==> config.mk <==
export PLATFORM = sky130hd
export DESIGN_NAME = filled_circle_span_generator
export DESIGN_NICKNAME = d
export VERILOG_FILES = /design/src/rtl/core/fcsg_pkg.sv /design/src/rtl/core/fcsg_job_queue.sv /design/src/rtl/core/fcsg_front.sv /design/src/rtl/core/fcsg_back.sv /design/src/rtl/core/filled_circle_span_generator.sv
export SDC_FILE = /design/constraint.sdc
export NUM_CORES = 1
export LEC_CHECK = 0
export ABC_AREA = 1
export CAP_MARGIN = 30
export CORE_ASPECT_RATIO = 0.6
export CORE_UTILIZATION = 60
export CTS_BUF_LIST = sky130_fd_sc_hd__clkbuf_4 sky130_fd_sc_hd__clkbuf_8
export DETAILED_ROUTE_END_ITERATION = 7
export DONT_BUFFER_PORTS = 1
export PLACE_DENSITY_LB_ADDON = 0.12
export REMOVE_ABC_BUFFERS = 1
export SYNTH_ARGS = -nofsm -noshare
export SYNTH_HDL_FRONTEND = slang
export SYNTH_SLANG_ARGS = --single-unit
==> constraint.sdc <==
create_clock -name clock -period 3.7 [get_ports clock]
set_clock_uncertainty 0.1 [all_clocks]
set_input_delay 0.185 -clock clock [delete_from_list [all_inputs] [get_ports clock]]
set_output_delay 0.185 -clock clock [all_outputs]
set_load 0.02 [all_outputs]
==> src/rtl/core/fcsg_pkg.sv <==
// ----------------------------------------------------------------------------
// fcsg_pkg
// Shared types and constants of the filled circle span generator.
// ----------------------------------------------------------------------------
package fcsg_pkg;

   localparam int DEFAULT_MAX_RADIUS      = 88;
   localparam int DEFAULT_JOB_QUEUE_DEPTH = 2;

   localparam int CENTER_W    = 11;
   localparam int RADIUS_W    = 7;
   localparam int COORD_W     = 13;
   localparam int OFFSET_W    = 8;
   localparam int DECISION_W  = 11;
   localparam int GROUP_LIMIT = 64;
   localparam int GROUP_CNT_W = 6;

   typedef struct packed {
      logic [CENTER_W-1:0]          center_x;
      logic [CENTER_W-1:0]          center_y;
      logic [RADIUS_W-1:0]          radius;
      logic signed [DECISION_W-1:0] decision;
   } job_type;

   typedef struct packed {
      logic full;
      logic empty;
   } queue_status_type;

endpackage

==> src/rtl/core/fcsg_job_queue.sv <==
// ----------------------------------------------------------------------------
// fcsg_job_queue
// Short register queue of prepared circle jobs between front and back.
// ----------------------------------------------------------------------------
module fcsg_job_queue #(
   parameter int DEPTH = fcsg_pkg::DEFAULT_JOB_QUEUE_DEPTH
) (
   input  logic                         clock,
   input  logic                         reset,
   input  logic                         push,
   input  fcsg_pkg::job_type            push_job,
   input  logic                         pop,
   output fcsg_pkg::job_type            head_job,
   output fcsg_pkg::queue_status_type   status
);

   localparam int PTR_W = (DEPTH > 1) ? $clog2(DEPTH) : 1;
   localparam int CNT_W = $clog2(DEPTH + 1);

   fcsg_pkg::job_type entries_ff [DEPTH];
   logic [PTR_W-1:0]  wr_ptr_ff, wr_ptr_in;
   logic [PTR_W-1:0]  rd_ptr_ff, rd_ptr_in;
   logic [CNT_W-1:0]  count_ff, count_in;
   logic              do_push, do_pop;

   assign status.full  = (count_ff == CNT_W'(DEPTH));
   assign status.empty = (count_ff == '0);
   assign do_push      = push && !status.full;
   assign do_pop       = pop && !status.empty;
   assign head_job     = entries_ff[rd_ptr_ff];

   always_comb begin
      wr_ptr_in = wr_ptr_ff;
      rd_ptr_in = rd_ptr_ff;
      count_in  = count_ff;
      if (do_push) begin
         wr_ptr_in = (wr_ptr_ff == PTR_W'(DEPTH - 1)) ? '0 : wr_ptr_ff + 1'b1;
      end
      if (do_pop) begin
         rd_ptr_in = (rd_ptr_ff == PTR_W'(DEPTH - 1)) ? '0 : rd_ptr_ff + 1'b1;
      end
      if (do_push && !do_pop) begin
         count_in = count_ff + 1'b1;
      end else if (do_pop && !do_push) begin
         count_in = count_ff - 1'b1;
      end
   end

   always_ff @(posedge clock) begin
      if (reset) begin
         wr_ptr_ff <= '0;
         rd_ptr_ff <= '0;
         count_ff  <= '0;
      end else begin
         wr_ptr_ff <= wr_ptr_in;
         rd_ptr_ff <= rd_ptr_in;
         count_ff  <= count_in;
      end
   end

   always_ff @(posedge clock) begin
      if (do_push) begin
         entries_ff[wr_ptr_ff] <= push_job;
      end
   end

endmodule

==> src/rtl/core/fcsg_front.sv <==
// ----------------------------------------------------------------------------
// fcsg_front
// Accepts circle requests, caps the radius and prepares the start decision.
// ----------------------------------------------------------------------------
module fcsg_front #(
   parameter int MAX_RADIUS = fcsg_pkg::DEFAULT_MAX_RADIUS
) (
   input  logic                              clock,
   input  logic                              reset,
   input  logic                              req_push,
   output logic                              req_full,
   input  logic [fcsg_pkg::CENTER_W-1:0]     req_center_x,
   input  logic [fcsg_pkg::CENTER_W-1:0]     req_center_y,
   input  logic [fcsg_pkg::RADIUS_W-1:0]     req_radius,
   input  fcsg_pkg::queue_status_type        queue_status,
   output logic                              queue_push,
   output fcsg_pkg::job_type                 queue_job
);

   logic                              valid_ff, valid_in;
   fcsg_pkg::job_type                 job_ff, job_in;
   logic [fcsg_pkg::RADIUS_W-1:0]     radius_capped;
   logic                              accept;

   assign req_full   = valid_ff && queue_status.full;
   assign accept     = req_push && !req_full;
   assign queue_push = valid_ff && !queue_status.full;
   assign queue_job  = job_ff;

   always_comb begin
      radius_capped = (req_radius > fcsg_pkg::RADIUS_W'(MAX_RADIUS))
                    ? fcsg_pkg::RADIUS_W'(MAX_RADIUS) : req_radius;
      job_in.center_x = req_center_x;
      job_in.center_y = req_center_y;
      job_in.radius   = radius_capped;
      job_in.decision = signed'(fcsg_pkg::DECISION_W'(3))
                      - signed'({3'b000, radius_capped, 1'b0});
      valid_in = accept || (valid_ff && !queue_push);
   end

   always_ff @(posedge clock) begin
      if (reset) begin
         valid_ff <= 1'b0;
      end else begin
         valid_ff <= valid_in;
      end
   end

   always_ff @(posedge clock) begin
      if (accept) begin
         job_ff <= job_in;
      end
   end

endmodule

==> src/rtl/core/fcsg_back.sv <==
// ----------------------------------------------------------------------------
// fcsg_back
// Runs the midpoint circle loop into an output register, one span group per
// cycle while results are popped.
// ----------------------------------------------------------------------------
module fcsg_back (
   input  logic                                  clock,
   input  logic                                  reset,
   input  fcsg_pkg::job_type                     head_job,
   input  fcsg_pkg::queue_status_type            queue_status,
   output logic                                  queue_pop,
   output logic                                  rsp_empty,
   input  logic                                  rsp_pop,
   output logic signed [fcsg_pkg::COORD_W-1:0]   rsp_near_left_x,
   output logic signed [fcsg_pkg::COORD_W-1:0]   rsp_near_right_x,
   output logic signed [fcsg_pkg::COORD_W-1:0]   rsp_far_top_y,
   output logic signed [fcsg_pkg::COORD_W-1:0]   rsp_far_bottom_y,
   output logic signed [fcsg_pkg::COORD_W-1:0]   rsp_far_left_x,
   output logic signed [fcsg_pkg::COORD_W-1:0]   rsp_far_right_x,
   output logic signed [fcsg_pkg::COORD_W-1:0]   rsp_near_top_y,
   output logic signed [fcsg_pkg::COORD_W-1:0]   rsp_near_bottom_y,
   output logic                                  rsp_last_group
);

   localparam int CW = fcsg_pkg::COORD_W;
   localparam int OW = fcsg_pkg::OFFSET_W;
   localparam int DW = fcsg_pkg::DECISION_W;

   logic                                busy_ff, busy_in;
   logic [fcsg_pkg::CENTER_W-1:0]       cx_ff, cy_ff;
   logic signed [OW-1:0]                a_ff, a_in, b_ff, b_in;
   logic signed [DW-1:0]                d_ff, d_in;
   logic [fcsg_pkg::GROUP_CNT_W-1:0]    n_ff, n_in;
   logic                                out_valid_ff, out_valid_in;
   logic                                load, emit, last;
   logic signed [OW-1:0]                a_next, b_next;
   logic signed [DW-1:0]                d_next, a_ext, diff_ext;
   logic signed [CW-1:0]                cx_s, cy_s, a_s, b_s;

   assign load      = !busy_ff && !queue_status.empty;
   assign queue_pop = load;
   assign emit      = busy_ff && (!out_valid_ff || rsp_pop);
   assign rsp_empty = !out_valid_ff;

   always_comb begin
      a_ext    = DW'(a_ff);
      diff_ext = DW'(a_ff - b_ff);
      a_next   = a_ff + OW'(1);
      if (d_ff < 0) begin
         d_next = d_ff + (a_ext <<< 2) + DW'(6);
         b_next = b_ff;
      end else begin
         d_next = d_ff + (diff_ext <<< 2) + DW'(10);
         b_next = b_ff - OW'(1);
      end
      last = (a_next > b_next)
          || (n_ff == fcsg_pkg::GROUP_CNT_W'(fcsg_pkg::GROUP_LIMIT - 1));

      cx_s = signed'({2'b00, cx_ff});
      cy_s = signed'({2'b00, cy_ff});
      a_s  = CW'(a_ff);
      b_s  = CW'(b_ff);

      busy_in      = busy_ff;
      a_in         = a_ff;
      b_in         = b_ff;
      d_in         = d_ff;
      n_in         = n_ff;
      out_valid_in = out_valid_ff && !rsp_pop;
      if (load) begin
         busy_in = 1'b1;
         a_in    = '0;
         b_in    = signed'({1'b0, head_job.radius});
         d_in    = head_job.decision;
         n_in    = '0;
      end else if (emit) begin
         busy_in = !last;
         a_in    = a_next;
         b_in    = b_next;
         d_in    = d_next;
         n_in    = n_ff + 1'b1;
      end
      if (emit) begin
         out_valid_in = 1'b1;
      end
   end

   always_ff @(posedge clock) begin
      if (reset) begin
         busy_ff      <= 1'b0;
         out_valid_ff <= 1'b0;
      end else begin
         busy_ff      <= busy_in;
         out_valid_ff <= out_valid_in;
      end
   end

   always_ff @(posedge clock) begin
      a_ff <= a_in;
      b_ff <= b_in;
      d_ff <= d_in;
      n_ff <= n_in;
      if (load) begin
         cx_ff <= head_job.center_x;
         cy_ff <= head_job.center_y;
      end
      if (emit) begin
         rsp_near_left_x   <= cx_s - a_s;
         rsp_near_right_x  <= cx_s + a_s;
         rsp_far_top_y     <= cy_s - b_s;
         rsp_far_bottom_y  <= cy_s + b_s;
         rsp_far_left_x    <= cx_s - b_s;
         rsp_far_right_x   <= cx_s + b_s;
         rsp_near_top_y    <= cy_s - a_s;
         rsp_near_bottom_y <= cy_s + a_s;
         rsp_last_group    <= last;
      end
   end

   // While a circle is being walked the x offset never passes the y offset.
   assert property (@(posedge clock) disable iff (reset)
      busy_ff |-> (a_ff <= b_ff))
      else $error("x offset passed y offset during a walk");

   assert property (@(posedge clock) disable iff (reset)
      (emit && last) |=> !busy_ff)
      else $error("walk continued after its final group");

   assert property (@(posedge clock) disable iff (reset)
      (busy_ff && !load) |-> !queue_pop)
      else $error("job taken from the queue while a walk is running");

   assert property (@(posedge clock) disable iff (reset)
      (emit && !last) |=> busy_ff)
      else $error("walk stopped before its final group");

endmodule

==> src/rtl/core/filled_circle_span_generator.sv <==
// ----------------------------------------------------------------------------
// filled_circle_span_generator
// Midpoint circle walker that turns a circle request into span groups, each
// holding the four horizontal spans that fill one step of the circle.
// ----------------------------------------------------------------------------
//  Channel   Direction  Handshake             Payload
//  req_      in         req_push / req_full   center_x, center_y, radius
//  rsp_      out        rsp_empty / rsp_pop   eight span coordinates, last_group
//
//  Each circle yields one group per x offset up to the y offset, about
//  r / sqrt(2) + 1, at one per cycle while results are popped; a radius of 88
//  gives 63 groups. A result left waiting holds the walk, and the walk pauses
//  between circles while the next job is loaded. Requests are taken while
//  earlier circles are walked, until the job queue and front register are
//  both occupied; reset is synchronous.
// ----------------------------------------------------------------------------
module filled_circle_span_generator #(
   parameter int MAX_RADIUS      = fcsg_pkg::DEFAULT_MAX_RADIUS,
   parameter int JOB_QUEUE_DEPTH = fcsg_pkg::DEFAULT_JOB_QUEUE_DEPTH
) (
   input  logic                                  clock,
   input  logic                                  reset,
   input  logic                                  req_push,
   output logic                                  req_full,
   input  logic [fcsg_pkg::CENTER_W-1:0]         req_center_x,
   input  logic [fcsg_pkg::CENTER_W-1:0]         req_center_y,
   input  logic [fcsg_pkg::RADIUS_W-1:0]         req_radius,
   output logic                                  rsp_empty,
   input  logic                                  rsp_pop,
   output logic signed [fcsg_pkg::COORD_W-1:0]   rsp_near_left_x,
   output logic signed [fcsg_pkg::COORD_W-1:0]   rsp_near_right_x,
   output logic signed [fcsg_pkg::COORD_W-1:0]   rsp_far_top_y,
   output logic signed [fcsg_pkg::COORD_W-1:0]   rsp_far_bottom_y,
   output logic signed [fcsg_pkg::COORD_W-1:0]   rsp_far_left_x,
   output logic signed [fcsg_pkg::COORD_W-1:0]   rsp_far_right_x,
   output logic signed [fcsg_pkg::COORD_W-1:0]   rsp_near_top_y,
   output logic signed [fcsg_pkg::COORD_W-1:0]   rsp_near_bottom_y,
   output logic                                  rsp_last_group
);

   fcsg_pkg::job_type            push_job, head_job;
   fcsg_pkg::queue_status_type   queue_status;
   logic                         queue_push, queue_pop;

   fcsg_front #(
      .MAX_RADIUS (MAX_RADIUS)
   ) u_front (
      .clock        (clock),
      .reset        (reset),
      .req_push     (req_push),
      .req_full     (req_full),
      .req_center_x (req_center_x),
      .req_center_y (req_center_y),
      .req_radius   (req_radius),
      .queue_status (queue_status),
      .queue_push   (queue_push),
      .queue_job    (push_job)
   );

   fcsg_job_queue #(
      .DEPTH (JOB_QUEUE_DEPTH)
   ) u_job_queue (
      .clock    (clock),
      .reset    (reset),
      .push     (queue_push),
      .push_job (push_job),
      .pop      (queue_pop),
      .head_job (head_job),
      .status   (queue_status)
   );

   fcsg_back u_back (
      .clock             (clock),
      .reset             (reset),
      .head_job          (head_job),
      .queue_status      (queue_status),
      .queue_pop         (queue_pop),
      .rsp_empty         (rsp_empty),
      .rsp_pop           (rsp_pop),
      .rsp_near_left_x   (rsp_near_left_x),
      .rsp_near_right_x  (rsp_near_right_x),
      .rsp_far_top_y     (rsp_far_top_y),
      .rsp_far_bottom_y  (rsp_far_bottom_y),
      .rsp_far_left_x    (rsp_far_left_x),
      .rsp_far_right_x   (rsp_far_right_x),
      .rsp_near_top_y    (rsp_near_top_y),
      .rsp_near_bottom_y (rsp_near_bottom_y),
      .rsp_last_group    (rsp_last_group)
   );

endmodule

-- Yosys cells after proc, flatten, opt, wreduce, memory -nomap -nowiden
Memories as Yosys holds them, arrays and structs flattened. A register that Yosys moved wholly into a read port is not among the register bits.
Index checks and enable logic that the tools add are counted.
- output and inout port bits: 107
- bits in writable memories: 80
- register bits after elaboration: 207
- memories: 1
- input bits: 33
- memories (memory ; words ; width ; rd ports ; clocked after Yosys merged registers in ; write ports ; RTL line ; RTL):
    u_job_queue.entries_ff ; 2 ; 40 ; 1 ; 1 ; 1 ; fcsg_job_queue.sv:20 ; fcsg_pkg::job_type entries_ff [DEPTH];
- add/sub/neg operators: 21
- reduce and logical (&&, ||, !) cells: 27
- $lt $le $gt $ge: 3
- eq/ne operators: 2
- mux-type cells: 18
- operators with widths (kind ; count):
    12-bit by 8-bit adder with 13-bit output ; 4
    12-bit by 8-bit subtractor with 13-bit output ; 4
    11-bit 2-to-1 mux ; 3
    7-bit 2-to-1 mux ; 3
    11-bit by 10-bit adder with 11-bit output ; 1
    11-bit adder ; 1
    11-bit by 4-bit adder with 11-bit output (second input constant) ; 1
    11-bit by 5-bit adder with 11-bit output (second input constant) ; 1
    1-bit logical AND ; 11
    11-bit by 1-bit less-than comparator with 1-bit output (second input constant) ; 1
    1-bit logical NOT ; 10
    1-bit 2-to-1 mux ; 9
    2-bit by 8-bit subtractor with 9-bit output (first input constant) ; 1
    8-bit by 8-bit subtractor with 9-bit output ; 1
    8-bit by 2-bit adder with 8-bit output (second input constant) ; 1
    8-bit greater-than comparator ; 1
    8-bit 2-to-1 mux ; 1
    8-bit by 2-bit subtractor with 8-bit output (second input constant) ; 1
    7-bit greater-than comparator (second input constant) ; 1
    6-bit by 1-bit adder with 6-bit output (second input constant) ; 1
    6-bit == test (second input constant) ; 1
    2-bit 2-to-1 mux ; 2
    2-bit nonzero test ; 2
    1-bit logical OR ; 3
    other kinds (5) ; 6

-- Longest topological paths before layout
- depth in word-level cells: 8
- mapped depth: 22
- gate-level depth less buffers: 22

-- By module
Synthesis repeated with hierarchy kept, for this count alone.
- cells, all modules: 1514
- area total of the unflattened synthesis: 16034.1 sq um
- modules (own cells, without submodules) (module ; cells an instance ; times used ; area each (sq um)):
    fcsg_back ; 1262 ; 1 ; 11519.8
    fcsg_job_queue ; 161 ; 1 ; 3135.5
    fcsg_front ; 91 ; 1 ; 1378.8

-- Worst setup path after synthesis
OpenSTA, ideal clock, no wires.
- kind: register -> register
- start: register u_back.b_ff[1]
- end: register u_back.d_ff[10] (data pin)
- library setup time: 254 ps
- setup slack: 531 ps
- path buffers: 0
- arrival time: 2815 ps
- cell stages (with the launch flop): 22
- path through: edfxtp_1 > inv_1 > ha_1 > nand3_1 > nand2_1 > a21oi_1 > nor2_1 > nor2_1 > xor2_1 > inv_1 > ha_1 > ha_1 > nand2_1 > nand2_1 > a21oi_1 > nand2_1 > inv_1 > nand2_1 > nand3_1 > nand2_1 > nand2_1 > nand2_1
- word-level cells in the longest chain between the ends: 6
- ends and longest elaborated chain (element ; RTL line ; RTL):
    start, declared ; fcsg_back.sv:31 ; logic signed [OW-1:0] a_ff, a_in, b_ff, b_in;
    start signal, assigned ; fcsg_back.sv:100 ; b_ff <= b_in;
    8-bit by 8-bit subtractor with 9-bit output ; fcsg_back.sv:47 ; diff_ext = DW'(a_ff - b_ff);
    11-bit adder ; fcsg_back.sv:53 ; d_next = d_ff + (diff_ext <<< 2) + DW'(10);
    11-bit by 5-bit adder with 11-bit output ; fcsg_back.sv:53 ;
    11-bit 2-to-1 mux ; fcsg_back.sv:49 ; if (d_ff < 0) begin
    11-bit 2-to-1 mux ; fcsg_back.sv:76 ; end else if (emit) begin
    11-bit 2-to-1 mux ; fcsg_back.sv:70 ; if (load) begin
    via u_back.d_in[10] ; fcsg_back.sv:32 ; logic signed [DW-1:0] d_ff, d_in;
    end signal, assigned ; fcsg_back.sv:101 ; d_ff <= d_in;
    end, declared ; fcsg_back.sv:32 ;
The timed path passes the listed nets, and every way through them passes these cells. The select of a mux whose other input is x is not followed.
A chain may end at the register's enable or synchronous reset.

-- Worst setup path after layout
- start: register u_back.b_ff[0]
- end: register u_back.d_ff[9] (data pin)
Same word-level chain as after synthesis.

==> summary.md <==
| Metric | Value |
|---|---|
| Status | finished clean |
| Diodes inserted | 0 |
| Fillers | 1838 |
| CP Launch Type | flop |
| Detailed Routing Iterations Pass 1 | 5 |
| Worst Reg-to-Reg Cells | 19 |
| Site row count | 44 |
| CP max-delay cell | edfxtp_1 |
| Final net count | 1725 |
| Reg2reg end | u_back.d_ff[9] |
| Avg WL per Cell | 19.0 um |
| Maxcap violations | 0 |
| Synth Area per Inst | 10.4 um^2 |
| Detail Placement HPWL | 26400 um |
| Post-synth ARST share | 0% |
| Worst path max stage delay | 500 ps |
| Setup repair bufs after CTS | 0 |
| Post-layout util | 68.6% |
| Seq. cell area | 7910 um^2 |
| Starting Density | 62.3% |
| Top FF cell, synth | edfxtp_1 |
| RD Place Congestion | 0.983 |
| Worst Path Required | 3920 ps |
| Cell Area, Placed | 15700 um^2 |
| Pin count of the biggest net entering global routing | 68 |
| Least-Margin Pin Slew | 1010 ps |
| Final hold slack | 149 ps |
| Area of the multi-input gates | 6470 um^2 |
| Share of post-route cells with drive strength above 1 | 9.18% |
| I/O Pins | 140 |
| Unrepaired setup endpoints after global routing | false |
| CP arrival | 3620 ps |
| Power per cell area | 1020 nW/um^2 |
| Yosys warns | 0 |
| Final Setup Violations | 0 |
| DRT iter0 DRCs | 954 |
| Crit Path Class | reg -> reg |
| Fin crit share | 91.8% |
| Vias in the first global route | 10100 |
| Die H | 126 um |
| Vias per cell | 5.59 |
| PortBufs | 0 |
| Max Slew Vio Count | 0 |
| Commonest non-fill, non-tap cell in the layout | nand2_1 |
| CTS max path bufs | 3 |
| Antenna violation net count after detailed routing | 0 |
| Fin crit period | 3390 ps |
| Grt total ovfl | 0 |
| Total power | 17.2 mW |
| Commonest non-fill, non-tap cells in the layout | 278 x nand2_1, 248 x edfxtp_1, 167 x inv_1, 149 x ha_1, 108 x a21oi_1 |
| Worst R2R Setup Slack | 310 ps |
| Worst reg2reg startpoint | u_back.b_ff[0] |
| Synth Cell Area | 15300 um^2 |
| Overall routing resource usage | 27.5% |
| Fin area | 16900 um^2 |
| Clk slew on worst S/H paths | 80 ps |
| Clock Latency Late Sink | 590 ps |
| Slew margin rel. | 32.3% |
| Cells after synthesis | 1467 |
| Hold Path Depth | 1 |
| CTS tree | done |
| Placed cell count | 1776 |
| TritonCTS Buffers | 39 |
| HP Start | req_center_y[1] |
| Crit-path cells | ha_1 -> inv_1 -> fa_1 -> nand2_1 -> nand2_1 -> nand2_1 -> nor2_1 -> nor2_1 -> xnor2_1 -> ha_1 -> ha_1 -> inv_1 -> o21bai_1 -> a21oi_1 -> nand3b_1 -> nand3_1 -> nand2_1 -> nand2_1 -> nand2_1 |
| Leakage power | 7.40 nW |
| # H-tree levels | 2 |
| Routed vias | 10500 |
| First-pass GRT wire length | 54800 um |
| Min-Delay Endpoint | u_front.queue_job[19] |
| Detailed Route WL | 35700 um |
| Post-synth EDFFs | 248 |
| Critical path peak fanout | 7 |
| Yosys cell types | 51 |
| Crit path top cell by count | nand2_1 |
| F_max | 295 MHz |
| Core area | 24600 um^2 |
| Die ar. | 26200 um^2 |
| Final hold violations | 0 |
| Clk root buf | clkbuf_8 |
| Worst Hold Class | in -> reg |
| Sequential share of the synthesized area | 51.6% |
| Area Growth Syn to Fin | 10.2% |
| Initial antenna violation count | 0 |
| VDD IR-drop max | 0.529 mV |
| Synth Register Bits | 271 |
| Crit. End Element | flop |
| Residual DRC count | 0 |
| Non-filler cells, final | 1880 |
| Die Wd | 208 um |
| Clock sinks | 271 |
==> through the flow <==
stage          setup TNS [ps]  worst slack [ps]
6_report                    0               305
3_5_place_dp                0               336
2_1_floorplan           -1390             -98.0
4_1_cts                     0               313
3_3_place_gp                0               386
5_1_grt                     0              3.38
==> how the worst max path moves through the flow <==
stage,start,endpoint,slack [ps],depth (start not counted)
after floorplan,u_back.out_valid_ff,u_back.n_ff[5],-100,8
after detailed placement,u_back.b_ff[2],u_back.d_ff[10],340,20
after CTS,u_back.b_ff[2],u_back.d_ff[10],310,20
after global placement,u_back.b_ff[2],u_back.d_ff[10],390,21
after global routing,u_back.b_ff[1],u_back.d_ff[10],3,20
final,u_back.b_ff[0],u_back.d_ff[9],310,19
==> flip-flops by register name, indices dropped and copies added (netlist names), 2 cells and up, named ones only <==
signal                    count
u_back.rsp_near_top_y        12
u_back.rsp_far_top_y         12
u_back.b_ff                   8
u_back.cy_ff                 11
u_front.queue_job            36
u_back.a_ff                   8
u_back.cx_ff                 11
u_job_queue.count_ff          2
u_back.rsp_near_right_x      13
u_job_queue.entries_ff       72
u_back.rsp_near_bottom_y     13
u_back.rsp_far_left_x        12
u_back.d_ff                  10
u_back.rsp_far_bottom_y      13
u_back.n_ff                   6
u_back.rsp_far_right_x       13
u_back.rsp_near_left_x       12
==> worst max-delay path, delay by kind of cell, from the launching register on <==
kind,cells,cell delay (ps)
AO/OA/AOI/OAI,2,250
XOR/XNOR,1,140
adder cells (fa/ha/maj),4,1200
buffers and inverters,2,170
flip-flops,1,500
AND/OR/NAND/NOR,10,770
==> where the power goes <==
| part | internal, mW | switching [mW] |
|---|---|---|
| clock network | 1.29 | 1.15 |
| logic | 2.91 | 5.62 |
| registers | 4.97 | 1.30 |
==> synth_stat cells, types with 4 or more instances <==
| cell | instances | area share [%] |
|---|---|---|
| o21ai_1 | 5 | 0.16 |
| nor2_1 | 69 | 1.7 |
| buf_4 | 13 | 0.64 |
| a21boi_1 | 4 | 0.20 |
| nand3_1 | 70 | 2.3 |
| o31ai_4 | 4 | 0.56 |
| ha_1 | 149 | 12 |
| xor2_1 | 104 | 5.9 |
| o21bai_1 | 4 | 0.20 |
| a21oi_1 | 108 | 3.5 |
| nor3_1 | 14 | 0.46 |
| nand3b_1 | 8 | 0.39 |
| nand2b_1 | 4 | 0.16 |
| nand2_1 | 278 | 6.8 |
| a21oi_2 | 8 | 0.46 |
| edfxtp_1 | 248 | 49 |
| a21o_1 | 5 | 0.24 |
| nand4_1 | 20 | 0.82 |
| inv_2 | 23 | 0.56 |
| buf_2 | 13 | 0.42 |
| inv_1 | 169 | 4.1 |
| o21ai_2 | 4 | 0.23 |
| a31oi_1 | 10 | 0.41 |
| a21boi_2 | 4 | 0.29 |
| xnor2_1 | 8 | 0.46 |
| o21ai_0 | 39 | 1.3 |
| fa_1 | 11 | 1.4 |
| a211oi_1 | 8 | 0.39 |
| o211ai_1 | 5 | 0.24 |
| clkbuf_1 | 6 | 0.15 |
| dfxtp_1 | 23 | 3.0 |
==> layer usage <==
layer / wire (um) / global-route usage (%)
met5: 0 / 0
met4: 533 / 6.75
met3: 3580 / 7.46
met2: 14300 / 38.9
met1: 17200 / 41.7
==> what timing repair did <==
item,4_1_cts,5_1_grt
hold buffers,37,0
endpoints found under the setup margin,0,1
endpoints found under the hold margin,50,0
gates resized for setup,0,1
==> logic make-up after synthesis <==
family / count (synthesis) / share of synthesized area (%)
compound gates: 219 / 8.82
xor+xnor: 112 / 6.40
fa+ha+maj: 160 / 13.6
buf+inv: 230 / 6.27
flops: 271 / 51.6
mux: 1 / 0.0653
simple gates: 474 / 13.3
==> final cells by class <==
cell class	count	area share, %
Sequential cell	271	46.8
Multi-Input combinational cell	966	38.3
Inverter	193	4.31
Timing Repair Buffer	61	3.57
Clock buffer	47	3.53
Tap cell	322	2.39
Clock inverter	20	1.06
Power figures use the tool's default switching activity.
